## config.mk

```make
export PLATFORM = sky130hd
export DESIGN_NAME = lsc_fifo
export DESIGN_NICKNAME = d
export VERILOG_FILES = /design/src/design/lsc_pkg.sv /design/src/design/lsc_fifo.sv
export SDC_FILE = /design/constraint.sdc
export NUM_CORES = 1
export LEC_CHECK = 0
export ABC_AREA = 1
export BUFFER_PORTS_ARGS = -buffer_cell sky130_fd_sc_hd__buf_2
export CORE_ASPECT_RATIO = 1.5
export CORE_MARGIN = 4
export CORE_UTILIZATION = 52
export CTS_CLUSTER_DIAMETER = 80
export DETAILED_ROUTE_END_ITERATION = 12
export PLACE_DENSITY = 0.9
export REMOVE_ABC_BUFFERS = 1
export SETUP_SLACK_MARGIN = 0.1
export SLEW_MARGIN = 20
export SYNTH_ARGS = -nofsm -noshare
export SYNTH_HDL_FRONTEND = slang
export SYNTH_SLANG_ARGS = --single-unit
```

## constraint.sdc

```tcl
create_clock -name clk_i -period 15.3 [get_ports clk_i]
set_input_delay 3.06 -clock clk_i [delete_from_list [all_inputs] [get_ports clk_i]]
set_output_delay 3.06 -clock clk_i [all_outputs]
set_load 0.005 [all_outputs]
```

## src/design/lsc_pkg.sv

```systemverilog
// ----------------------------------------------------------------------------
// lsc_pkg
// Shared types, constants and helpers of the line segment window clipper.
// ----------------------------------------------------------------------------
`default_nettype none

package lsc_pkg;

  // coordinate width and derived widths
  localparam int COORD_BITS = 16;
  localparam int DIFF_W     = COORD_BITS + 1;
  localparam int PROD_W     = 2 * DIFF_W;
  localparam int MUL_W      = 2 * COORD_BITS;
  localparam int QDEPTH     = 2;
  localparam int QPTR_W     = $clog2(QDEPTH);
  // accept edge to result strobe, in clock cycles
  localparam int LATENCY    = COORD_BITS + 5;

  typedef logic signed [COORD_BITS-1:0] coord_t;
  typedef logic signed [DIFF_W-1:0]     diff_t;
  typedef logic        [COORD_BITS-1:0] mag_t;
  typedef logic signed [PROD_W-1:0]     prod_t;
  typedef logic        [MUL_W-1:0]      wide_t;

  typedef enum logic [1:0] {
    REG_WIN_LEFT   = 2'd0,
    REG_WIN_TOP    = 2'd1,
    REG_WIN_RIGHT  = 2'd2,
    REG_WIN_BOTTOM = 2'd3
  } cfg_reg_e;

  // parameter t = n / d, d positive
  typedef struct packed {
    diff_t n;
    mag_t  d;
  } ratio_t;

  // entry and exit candidates of one axis
  typedef struct packed {
    ratio_t ent;
    ratio_t ext;
    logic   rej;
  } axis_t;

  // classified segment handed from front to back
  typedef struct packed {
    coord_t sx;
    coord_t sy;
    coord_t ex;
    coord_t ey;
    diff_t  dx;
    diff_t  dy;
    axis_t  ax;
    axis_t  ay;
  } item_t;

  // entry and exit candidates of one axis against its two window edges
  function automatic axis_t classify_axis(coord_t s, coord_t e, coord_t lo, coord_t hi);
    axis_t r;
    diff_t del;
    diff_t dl;
    diff_t dh;
    diff_t en;
    diff_t xn;
    mag_t  dd;
    del = diff_t'(e) - diff_t'(s);
    dl  = diff_t'(s) - diff_t'(lo);
    dh  = diff_t'(hi) - diff_t'(s);
    r.rej   = 1'b0;
    r.ent.n = '0;
    r.ent.d = mag_t'(1);
    r.ext.n = diff_t'(1);
    r.ext.d = mag_t'(1);
    en = '0;
    xn = '0;
    dd = mag_t'(1);
    if (del == '0) begin
      r.rej = (dl < 0) || (dh < 0);
    end else begin
      if (del > 0) begin
        en = -dl;
        xn = dh;
        dd = mag_t'(del);
      end else begin
        en = -dh;
        xn = dl;
        dd = mag_t'(-del);
      end
      // entry at or before zero keeps t0 = 0
      if (en > 0) begin
        r.ent.n = en;
        r.ent.d = dd;
      end
      // exit at or after one keeps t1 = 1
      if (xn < $signed({1'b0, dd})) begin
        r.ext.n = xn;
        r.ext.d = dd;
      end
    end
    return r;
  endfunction

  // signed n times positive d, exact
  function automatic prod_t mul_nd(diff_t n, mag_t d);
    return prod_t'(n) * prod_t'($signed({1'b0, d}));
  endfunction

  function automatic mag_t mag_of(diff_t v);
    return (v < 0) ? mag_t'(-v) : mag_t'(v);
  endfunction

endpackage

`default_nettype wire

```

## src/design/lsc_fifo.sv

```systemverilog
// ----------------------------------------------------------------------------
// lsc_fifo
// Short queue of classified requests between front and back.
// ----------------------------------------------------------------------------
`default_nettype none

module lsc_fifo import lsc_pkg::*; (
  input  wire logic  clk_i,
  input  wire logic  rst_ni,
  input  wire logic  push_i,
  input  wire item_t item_i,
  output logic       full_o,
  output logic       valid_o,
  output item_t      item_o
);

  item_t               mem_q [QDEPTH];
  logic [QPTR_W-1:0]   wr_ptr_q, rd_ptr_q;
  logic [QPTR_W:0]     count_q;
  logic                pop;

  // back side takes every request as soon as it is there
  assign valid_o = (count_q != '0);
  assign pop     = valid_o;
  assign full_o  = (count_q == (QPTR_W+1)'(QDEPTH));
  assign item_o  = mem_q[rd_ptr_q];

  always_ff @(posedge clk_i) begin
    if (push_i) mem_q[wr_ptr_q] <= item_i;
  end

  // pointers and fill count
  always_ff @(posedge clk_i or negedge rst_ni) begin
    if (!rst_ni) begin
      wr_ptr_q <= '0;
      rd_ptr_q <= '0;
      count_q  <= '0;
    end else begin
      if (push_i) wr_ptr_q <= (wr_ptr_q == QPTR_W'(QDEPTH-1)) ? '0 : wr_ptr_q + 1'b1;
      if (pop)    rd_ptr_q <= (rd_ptr_q == QPTR_W'(QDEPTH-1)) ? '0 : rd_ptr_q + 1'b1;
      if (push_i && !pop)      count_q <= count_q + 1'b1;
      else if (pop && !push_i) count_q <= count_q - 1'b1;
    end
  end

endmodule

`default_nettype wire

```

==> reports/metrics.cfg <==
[outcome]
outcome = finished clean

[clock_tree]
cts_max_level = 2
postCtsSetupRepairBufs = 0
cts_buffers = 40
path_clk_slew_ps = 60
cts_tree = yes
clock_path_buffers = 3
cts.sinks = 468
cts_hold_buf = 0
root_buffer = clkbuf_16
cts.repair.resized = 0
clk_latency_ps = 520

[timing]
finalSetupTns_ps = 0
hold_violations = 0
worst_clock_skew_ps = 9.98
rsz0062_at_grt = false
holdWs_ps = 552
fin_crit_ps = 6500
finalSetupViolCount = 0
drv_slew = 0
maxSlewHeadroom = 0.259
fin_crit_sh = 0.425
clock.fmax_mhz = 154
worstMarginPinSlew_ps = 1110

[grt]
grt_pass1_wl_mm = 59.6
overflow = 0
grt_start_max_net_pins = 129
antenna_found_initial = 17
track_usage = 0.217
grt_pass1_vias = 10984

[hold_path]
min-delay-path-class = reg -> reg
worstHoldStart = wr_ptr_q$_DFFE_PN0P_

[power_and_ir_drop]
max-vdd-ir-drop_mv = 0.163
total_power_mw = 3.84
power_density_nw_per_um2 = 184
power_leakage_nw = 9.04

[floorplanning]
die_x_um = 156
initial_core_util = 0.527
core-area_um2 = 32500
die_y_um = 230
io_pins = 469
dieArea_um2 = 36000
num_rows = 81

[worst_setup_path]
reg2reg_slack_ps = 12550
worstSetupStartpoint = rd_ptr_q$_DFFE_PN0P_
critical_path_required_ps = 12240
endpoint_kind = output port
critPathMaxFanout = 128
arrival_ps = 3440
start_kind = register
r2r_start = wr_ptr_q$_DFFE_PN0P_
critPathKind = reg -> out

[cells_and_area]
syn_to_final_growth_pct = 22.1
drive_gt1_frac = 0.310
fin_nets = 1940
fill_cells = 2254

[synth]
yosysTopAreaCell = edfxtp_1
seq_area_frac_synth = 0.819
syn_inst = 1237
synth_cell_types = 15
synth_top_area_frac = 0.813
synth_seq_cells = 468
async_reset_ff_frac = 0.00855
ys_warn_count = 0
synth.most_common_cell = nand2_1
synthFlopType = edfxtp_1
synthTopCellsByCount = nand2_1 (701), edfxtp_1 (464), buf_2 (25)
synth_area_leaders = edfxtp_1 (81%), nand2_1 (15%), buf_6 (1.2%)
synth-edff-count = 464
avgSynthCellArea_um2 = 13.9
netlist_area_um2 = 17100

[route]
vias = 11090
viasPerCell = 5.13
dr.pass1.iters = 8
wl_per_cell_um = 18.9
drt-initial-drc-count = 872
drc = 0
wl_mm = 40.8
ant_nets = 0

[placement]
placement.io_buffers = 468
routabilityCongestion = 0.941
hpwl_mm = 28.1

[flow_run]
maxCapViolCount = 0

## logic make-up (layout without fill, tap and decap cells)
kind of cell,count (synthesis),after routing,share of synthesized area
and+or+nand+nor,706,706,0.155
other,0,15,0
xor gates and xnor gates,3,3,0.00153
buffers and inverters,59,553,0.0239
DFF,468,468,0.819
adders and majority gates,1,1,0.000730
## registers in the layout (all words and copies together), names as in the netlist
register and flops:
mem_q 464, count_q 2, rd_ptr_q 1, wr_ptr_q 1
## worst paths after layout
check                           depth (start not counted)                endpoint
worst max-delay path                                    5              item_o[79]
worst min-delay path                                    1    wr_ptr_q$_DFFE_PN0P_
worst max register to register                          3  mem_q[0][42]$_DFFE_PP_
worst min register to register                          1    wr_ptr_q$_DFFE_PN0P_
max in group asynchronous                               1    rd_ptr_q$_DFFE_PN0P_
min in group asynchronous                               1  count_q[0]$_DFFE_PN0P_
## metal layers
metal | share of wire | vias to the layer above | GRT usage
met3 | 0.081 | 141 | 0.0493
met5 | 0.00096 | - | 0
met1 | 0.34 | 5262 | 0.248
met2 | 0.52 | 564 | 0.373
li1 | - | 5117 | -
met4 | 0.059 | 6 | 0.123
## per-stage QoR
step	area [um^2]	worst slack (ps)	util	instances
3_3_place_gp	19700	9400	0.606	2077
4_1_cts	20900	8770	0.642	2146
2_1_floorplan	16800	1670	-	1186
5_1_grt	20900	8570	0.643	2158
3_5_place_dp	19700	9320	0.606	2077
6_report	20900	8800	0.643	2161
## final cells by class
type | count | area (um^2) | area share
sequential | 468 | 14000 | 0.671
multi-input combinational | 710 | 2700 | 0.129
timing repair buffer | 476 | 2400 | 0.115
clock buffer | 48 | 1050 | 0.0503
tap | 415 | 519 | 0.0248
clock inverter | 21 | 133 | 0.00634
inverter | 8 | 42.5 | 0.00203
antenna | 15 | 37.5 | 0.00179
## critical path, stage by stage, from the launching register on
cell and delay, ps:
dfrtp_4 690, inv_6 710, buf_4 920, nand2_1 140, nand2_1 160, buf_2 130
## where the power goes
part | leakage [nW] | internal [mW] | switching [mW]
Combinational | 4.05 | 0.383 | 0.741
Sequential | 4.40 | 1.71 | 0.0813
Clock | 0.587 | 0.508 | 0.422
## placed cells by master (no fill, tap or decap)
cell type,netlist,final
dfrtp_1,4,3
clkinvlp_4,0,2
buf_2,25,468
clkbuf_16,0,41
inv_6,0,2
clkinv_1,0,5
buf_4,3,8
nor2_1,3,2
bufinv_16,0,1
ha_1,1,1
clkbuf_1,4,7
nor2_4,0,1
edfxtp_1,464,464
inv_1,7,6
clkinv_2,0,12
inv_8,0,1
nand4_1,1,1
xor2_1,2,2
dfrtp_4,0,1
nand3_1,1,1
diode_2,0,15
xnor2_1,1,1
nand2_1,701,701
No activity file was read; power rests on OpenSTA's default activity.
