$ cat src/design/lsc_pkg.sv
// ----------------------------------------------------------------------------
// lsc_pkg
// Shared types, constants and helpers of the line segment window clipper.
// ----------------------------------------------------------------------------
`default_nettype none

package lsc_pkg;

  // coordinate width and derived widths
  localparam int COORD_BITS = 16;
  localparam int DIFF_W     = COORD_BITS + 1;
  localparam int PROD_W     = 2 * DIFF_W;
  localparam int MUL_W      = 2 * COORD_BITS;
  localparam int QDEPTH     = 2;
  localparam int QPTR_W     = $clog2(QDEPTH);
  // accept edge to result strobe, in clock cycles
  localparam int LATENCY    = COORD_BITS + 5;

  typedef logic signed [COORD_BITS-1:0] coord_t;
  typedef logic signed [DIFF_W-1:0]     diff_t;
  typedef logic        [COORD_BITS-1:0] mag_t;
  typedef logic signed [PROD_W-1:0]     prod_t;
  typedef logic        [MUL_W-1:0]      wide_t;

  typedef enum logic [1:0] {
    REG_WIN_LEFT   = 2'd0,
    REG_WIN_TOP    = 2'd1,
    REG_WIN_RIGHT  = 2'd2,
    REG_WIN_BOTTOM = 2'd3
  } cfg_reg_e;

  // parameter t = n / d, d positive
  typedef struct packed {
    diff_t n;
    mag_t  d;
  } ratio_t;

  // entry and exit candidates of one axis
  typedef struct packed {
    ratio_t ent;
    ratio_t ext;
    logic   rej;
  } axis_t;

  // classified segment handed from front to back
  typedef struct packed {
    coord_t sx;
    coord_t sy;
    coord_t ex;
    coord_t ey;
    diff_t  dx;
    diff_t  dy;
    axis_t  ax;
    axis_t  ay;
  } item_t;

  // entry and exit candidates of one axis against its two window edges
  function automatic axis_t classify_axis(coord_t s, coord_t e, coord_t lo, coord_t hi);
    axis_t r;
    diff_t del;
    diff_t dl;
    diff_t dh;
    diff_t en;
    diff_t xn;
    mag_t  dd;
    del = diff_t'(e) - diff_t'(s);
    dl  = diff_t'(s) - diff_t'(lo);
    dh  = diff_t'(hi) - diff_t'(s);
    r.rej   = 1'b0;
    r.ent.n = '0;
    r.ent.d = mag_t'(1);
    r.ext.n = diff_t'(1);
    r.ext.d = mag_t'(1);
    en = '0;
    xn = '0;
    dd = mag_t'(1);
    if (del == '0) begin
      r.rej = (dl < 0) || (dh < 0);
    end else begin
      if (del > 0) begin
        en = -dl;
        xn = dh;
        dd = mag_t'(del);
      end else begin
        en = -dh;
        xn = dl;
        dd = mag_t'(-del);
      end
      // entry at or before zero keeps t0 = 0
      if (en > 0) begin
        r.ent.n = en;
        r.ent.d = dd;
      end
      // exit at or after one keeps t1 = 1
      if (xn < $signed({1'b0, dd})) begin
        r.ext.n = xn;
        r.ext.d = dd;
      end
    end
    return r;
  endfunction

  // signed n times positive d, exact
  function automatic prod_t mul_nd(diff_t n, mag_t d);
    return prod_t'(n) * prod_t'($signed({1'b0, d}));
  endfunction

  function automatic mag_t mag_of(diff_t v);
    return (v < 0) ? mag_t'(-v) : mag_t'(v);
  endfunction

endpackage

`default_nettype wire

$ cat src/design/lsc_front.sv
// ----------------------------------------------------------------------------
// lsc_front
// Window registers, request intake and per-axis classification.
// ----------------------------------------------------------------------------
`default_nettype none

module lsc_front import lsc_pkg::*; (
  input  wire logic     clk_i,
  input  wire logic     rst_ni,
  input  wire logic     start_i,
  output logic          busy_o,
  input  wire coord_t   start_x_i,
  input  wire coord_t   start_y_i,
  input  wire coord_t   end_x_i,
  input  wire coord_t   end_y_i,
  input  wire logic     cfg_valid_i,
  output logic          cfg_ready_o,
  input  wire cfg_reg_e cfg_index_i,
  input  wire coord_t   cfg_data_i,
  input  wire logic     full_i,
  output logic          push_o,
  output item_t         item_o
);

  coord_t win_left_q, win_top_q, win_right_q, win_bottom_q;
  logic   f_valid_q, f_valid_d;
  item_t  f_item_q;
  logic   accept;

  assign cfg_ready_o = 1'b1;

  // window registers
  always_ff @(posedge clk_i or negedge rst_ni) begin
    if (!rst_ni) begin
      win_left_q   <= coord_t'(0);
      win_top_q    <= coord_t'(0);
      win_right_q  <= coord_t'(1023);
      win_bottom_q <= coord_t'(767);
    end else if (cfg_valid_i && cfg_ready_o) begin
      case (cfg_index_i)
        REG_WIN_LEFT:   win_left_q   <= cfg_data_i;
        REG_WIN_TOP:    win_top_q    <= cfg_data_i;
        REG_WIN_RIGHT:  win_right_q  <= cfg_data_i;
        REG_WIN_BOTTOM: win_bottom_q <= cfg_data_i;
        default: ;
      endcase
    end
  end

  // intake handshake
  assign busy_o = f_valid_q && full_i;
  assign accept = start_i && !busy_o;
  assign push_o = f_valid_q && !full_i;

  always_comb begin
    f_valid_d = f_valid_q;
    if (push_o) f_valid_d = 1'b0;
    if (accept) f_valid_d = 1'b1;
  end

  always_ff @(posedge clk_i or negedge rst_ni) begin
    if (!rst_ni) begin
      f_valid_q <= 1'b0;
    end else begin
      f_valid_q <= f_valid_d;
    end
  end

  // classify the request against both axes
  always_ff @(posedge clk_i) begin
    if (accept) begin
      f_item_q.sx <= start_x_i;
      f_item_q.sy <= start_y_i;
      f_item_q.ex <= end_x_i;
      f_item_q.ey <= end_y_i;
      f_item_q.dx <= diff_t'(end_x_i) - diff_t'(start_x_i);
      f_item_q.dy <= diff_t'(end_y_i) - diff_t'(start_y_i);
      f_item_q.ax <= classify_axis(start_x_i, end_x_i, win_left_q, win_right_q);
      f_item_q.ay <= classify_axis(start_y_i, end_y_i, win_top_q, win_bottom_q);
    end
  end

  assign item_o = f_item_q;

endmodule

`default_nettype wire

$ cat config.mk
export PLATFORM = sky130hd
export DESIGN_NAME = lsc_front
export DESIGN_NICKNAME = d
export VERILOG_FILES = /design/src/design/lsc_pkg.sv /design/src/design/lsc_front.sv
export SDC_FILE = /design/constraint.sdc
export NUM_CORES = 1
export LEC_CHECK = 0
export BUFFER_PORTS_ARGS = -buffer_cell sky130_fd_sc_hd__buf_4
export CAP_MARGIN = 20
export CORE_ASPECT_RATIO = 2
export CORE_UTILIZATION = 53
export CTS_BUF_LIST = sky130_fd_sc_hd__clkbuf_8
export DETAILED_ROUTE_END_ITERATION = 7
export PLACE_DENSITY = 0.9
export SKIP_CTS_REPAIR_TIMING = 1
export SYNTH_ARGS = -nofsm -noshare
export SYNTH_HDL_FRONTEND = slang
export SYNTH_SLANG_ARGS = --single-unit
$ cat constraint.sdc
create_clock -name clk_i -period 12 [get_ports clk_i]
set_clock_uncertainty 0.05 [all_clocks]
set_input_delay 0.6 -clock clk_i [delete_from_list [all_inputs] [get_ports clk_i]]
set_output_delay 0.6 -clock clk_i [all_outputs]
set_load 0.02 [all_outputs]
==> results.json <==
{
  "status": "finished clean",
  "synth_seq_cells": 297,
  "fillers": 2799,
  "leakagePower_nw": 9.61,
  "fin_nets": 2404,
  "p_int_mw": 2.52,
  "p_sw_frac": 0.411,
  "drv_cap": 0,
  "syn-cell-area_sq_mm": 0.0191,
  "power.switching_mw": 1.76,
  "fin_crit_ps": 7110,
  "rr_startpoint": "win_left_q[0]$_DFFE_PN0P_",
  "drtIter0Drc": 920,
  "p_clk_frac": 0.184,
  "cts_buffer_depth": 3,
  "ys_seq_area_frac": 0.451,
  "grt_start_max_net_pins": 82,
  "ys_top_cells_by_count": "edfxtp_1, nor2_1, ha_1, nand2_1, inv_1",
  "drt-pass1-iter-count": 7,
  "dieArea_sq_mm": 0.0369,
  "slew_headroom": 0.322,
  "first_global_vias": 16433,
  "tightest_slew_ps": 1000,
  "clk_pin_slew_ps": 70,
  "finalSetupTns_ps": 0,
  "p_seq_frac": 0.330,
  "numCtsBuffers": 42,
  "worstHoldPathType": "input pin to async pin",
  "synth_edf_count": 232,
  "synth_top_family_by_area": "simple AND/OR/NAND/NOR gates",
  "wirelength_mm": 57.7,
  "ant_nets": 0,
  "synth_cell_type_count": 96,
  "ir_drop_mv": 0.139,
  "r2r_cells": 18,
  "grt_usage": 0.315,
  "synth_warnings": 0,
  "core_sq_mm": 0.0357,
  "synth_simple_gate_area_frac": 0.158,
  "synthMuxAreaShare": 0.0487,
  "h-tree-depth": 2,
  "clock_sinks": 297,
  "cts_tree": "done",
  "via_per_inst": 6.04,
  "num_rows": 98,
  "gp_congestion": 1.00,
  "io_buffers": 320,
  "synth_top_area_share": 0.364,
  "required_ps": 12280,
  "p_comb_frac": 0.487,
  "arrival_ps": 7400,
  "synth_compound_area_frac": 0.147,
  "grt_remaining_overflow": 0,
  "dp_hpwl_mm": 45.5,
  "grt_pass1_wl_mm": 87.5,
  "synthAdderAreaFrac": 0.0933,
  "wl_met2_mm": 32.5,
  "yosysTopAreaCell": "edfxtp_1",
  "reg2reg_slack_ps": 6190,
  "area_delta_synth_final_pct": 19.1,
  "yosysMostFrequentCell": "edfxtp_1",
  "crit_start": "start_y_i[0]",
  "wl_met1_mm": 17.5,
  "period_share": 0.593,
  "ys_async_sr_fraction": 0.219,
  "antenna_found_initial": 1,
  "die_h_microns": 271,
  "synthXorXnorAreaFrac": 0.0654,
  "powerDensity_mw_per_mm2": 188,
  "clk_latency_ps": 590,
  "wl_per_cell_microns": 21.7,
  "crit_path_start_kind": "input pin",
  "initial_core_util": 0.536,
  "finalHoldViolations": 0,
  "cts_root_buf": "clkbuf_8",
  "end_kind": "flip-flop",
  "syn_inst": 1859,
  "rsz0062_at_grt": "false",
  "ioPinCount": 322,
  "fmax_ghz": 0.141,
  "crit_fanout": 51,
  "synth.avg_cell_area_sq_um": 10.3,
  "stdcell_count": 2661,
  "num_vias": 16060,
  "dp_cells": 2583,
  "dieWidth_microns": 136,
  "slew_violations": 0,
  "synthTopCellsByArea": "edfxtp_1, ha_1, dfrtp_1",
  "setup_viol": 0,
  "top_layer": "met4",
  "drc": 0,
  "synth_top_flop_cell": "edfxtp_1",
  "drive_gt1_frac": 0.230,
  "dr_wl_met3_mm": 2.71,
  "path_class": "input pin to flip-flop"
}
-- cell families (layout without fill, tap and decap cells) --
family / Yosys count / count (layout)
muxes: 86 / 86
xor gates and xnor gates: 142 / 142
adders and majority gates: 139 / 139
other: 2 / 4
DFF: 297 / 297
buffers and inverters: 182 / 532
and+or+nand+nor: 597 / 597
AOI/OAI and AO/OA: 414 / 414
-- metal layers --
metal | up-vias | track usage
li1 | 7489 | -
met1 | 7638 | 0.271
met2 | 677 | 0.619
met3 | 256 | 0.0418
met4 | 0 | 0.247
met5 | - | 0
-- metrics by stage --
stage | utilization | area (sq um) | setup slack (ps) | power [mW] | hold slack, ps
3_3_place_gp | 0.616 | 22000 | 4650 | 3.40 | 437
2_1_floorplan | - | 19100 | 122 | 2.84 | 254
3_5_place_dp | 0.616 | 22000 | 4460 | 3.46 | 445
4_1_cts | 0.638 | 22800 | 5110 | 4.27 | 34.5
6_report | 0.638 | 22800 | 4890 | 4.28 | 38.5
5_1_grt | 0.638 | 22800 | 4600 | 4.51 | 85.8
-- power groups by stage --
stage	registers (mW)	logic, mW	clock network [mW]
after CTS	1.41	2.05	0.805
after global routing	1.43	2.24	0.836
after detailed placement	1.43	2.03	0
after global placement	1.42	1.98	0
final	1.41	2.08	0.787
after floorplan	1.58	1.25	0
-- area by class of cell --
class / count / area [sq um] / share of cell area
antenna: 1 / 2.50 / 0.000110
multi-input combinational: 1381 / 9830 / 0.432
sequential: 297 / 8620 / 0.378
clock buffer: 45 / 619 / 0.0272
clock inverter: 31 / 179 / 0.00786
timing repair buffer: 334 / 2500 / 0.110
tap: 450 / 563 / 0.0247
inverter: 122 / 458 / 0.0201
-- worst max-delay path: stages --
cell,delay (ps)
buf_4,130
ha_1,240
fa_1,410
nand2b_1,200
a211oi_1,630
nor2_1,150
o21ai_0,250
xor2_1,170
nor4b_1,900
a41o_1,330
buf_4,460
mux2i_1,310
ha_1,280
a21o_1,190
a21o_1,180
a21o_1,170
a21o_1,190
a21o_1,170
a21o_1,170
a21oi_1,140
nor2_1,50
a211oi_1,310
a31oi_2,330
or2_2,380
-- state kept, by name (all words and copies together), names as in the netlist --
register,cells
win_right_q,16
item_o,232
f_valid_q,1
win_left_q,16
win_top_q,16
win_bottom_q,16
-- cell usage in the layout (no fill, tap or decap), types with 9 or more instances in the layout --
master / netlist / routed
nor2b_1: 32 / 31
nand2_1: 130 / 130
o31ai_1: 9 / 9
nor3_2: 11 / 11
o211ai_1: 20 / 20
mux2_2: 55 / 55
xnor2_1: 81 / 81
clkinv_1: 0 / 12
a21o_1: 40 / 40
edfxtp_1: 232 / 232
nand4_1: 19 / 19
dfrtp_1: 46 / 46
and2_1: 9 / 9
a211oi_1: 23 / 23
nand3_1: 46 / 46
inv_1: 121 / 132
or2_2: 11 / 11
xor2_1: 60 / 60
nor3_1: 41 / 41
buf_4: 1 / 333
or3_1: 13 / 13
o21a_1: 23 / 23
nor3b_1: 12 / 11
mux2i_1: 30 / 30
a21oi_1: 103 / 103
o21ai_0: 76 / 76
ha_1: 133 / 133
nor4_1: 17 / 17
nor2_1: 179 / 179
nand2b_1: 27 / 27
clkbuf_8: 0 / 45
dfstp_2: 19 / 19
a31oi_1: 15 / 13
-- final timing paths --
kind                                             end
max                         item_o[17]$_SDFFCE_PP1P_
min                            f_valid_q$_DFFE_PN0P_
max reg2reg                 item_o[96]$_SDFFCE_PP0P_
min reg2reg                 win_top_q[2]$_DFFE_PN0P_
max in group asynchronous  win_top_q[15]$_DFFE_PN0P_
min in group clk_i             item_o[168]$_DFFE_PP_
(Power assumes the default switching activity.)
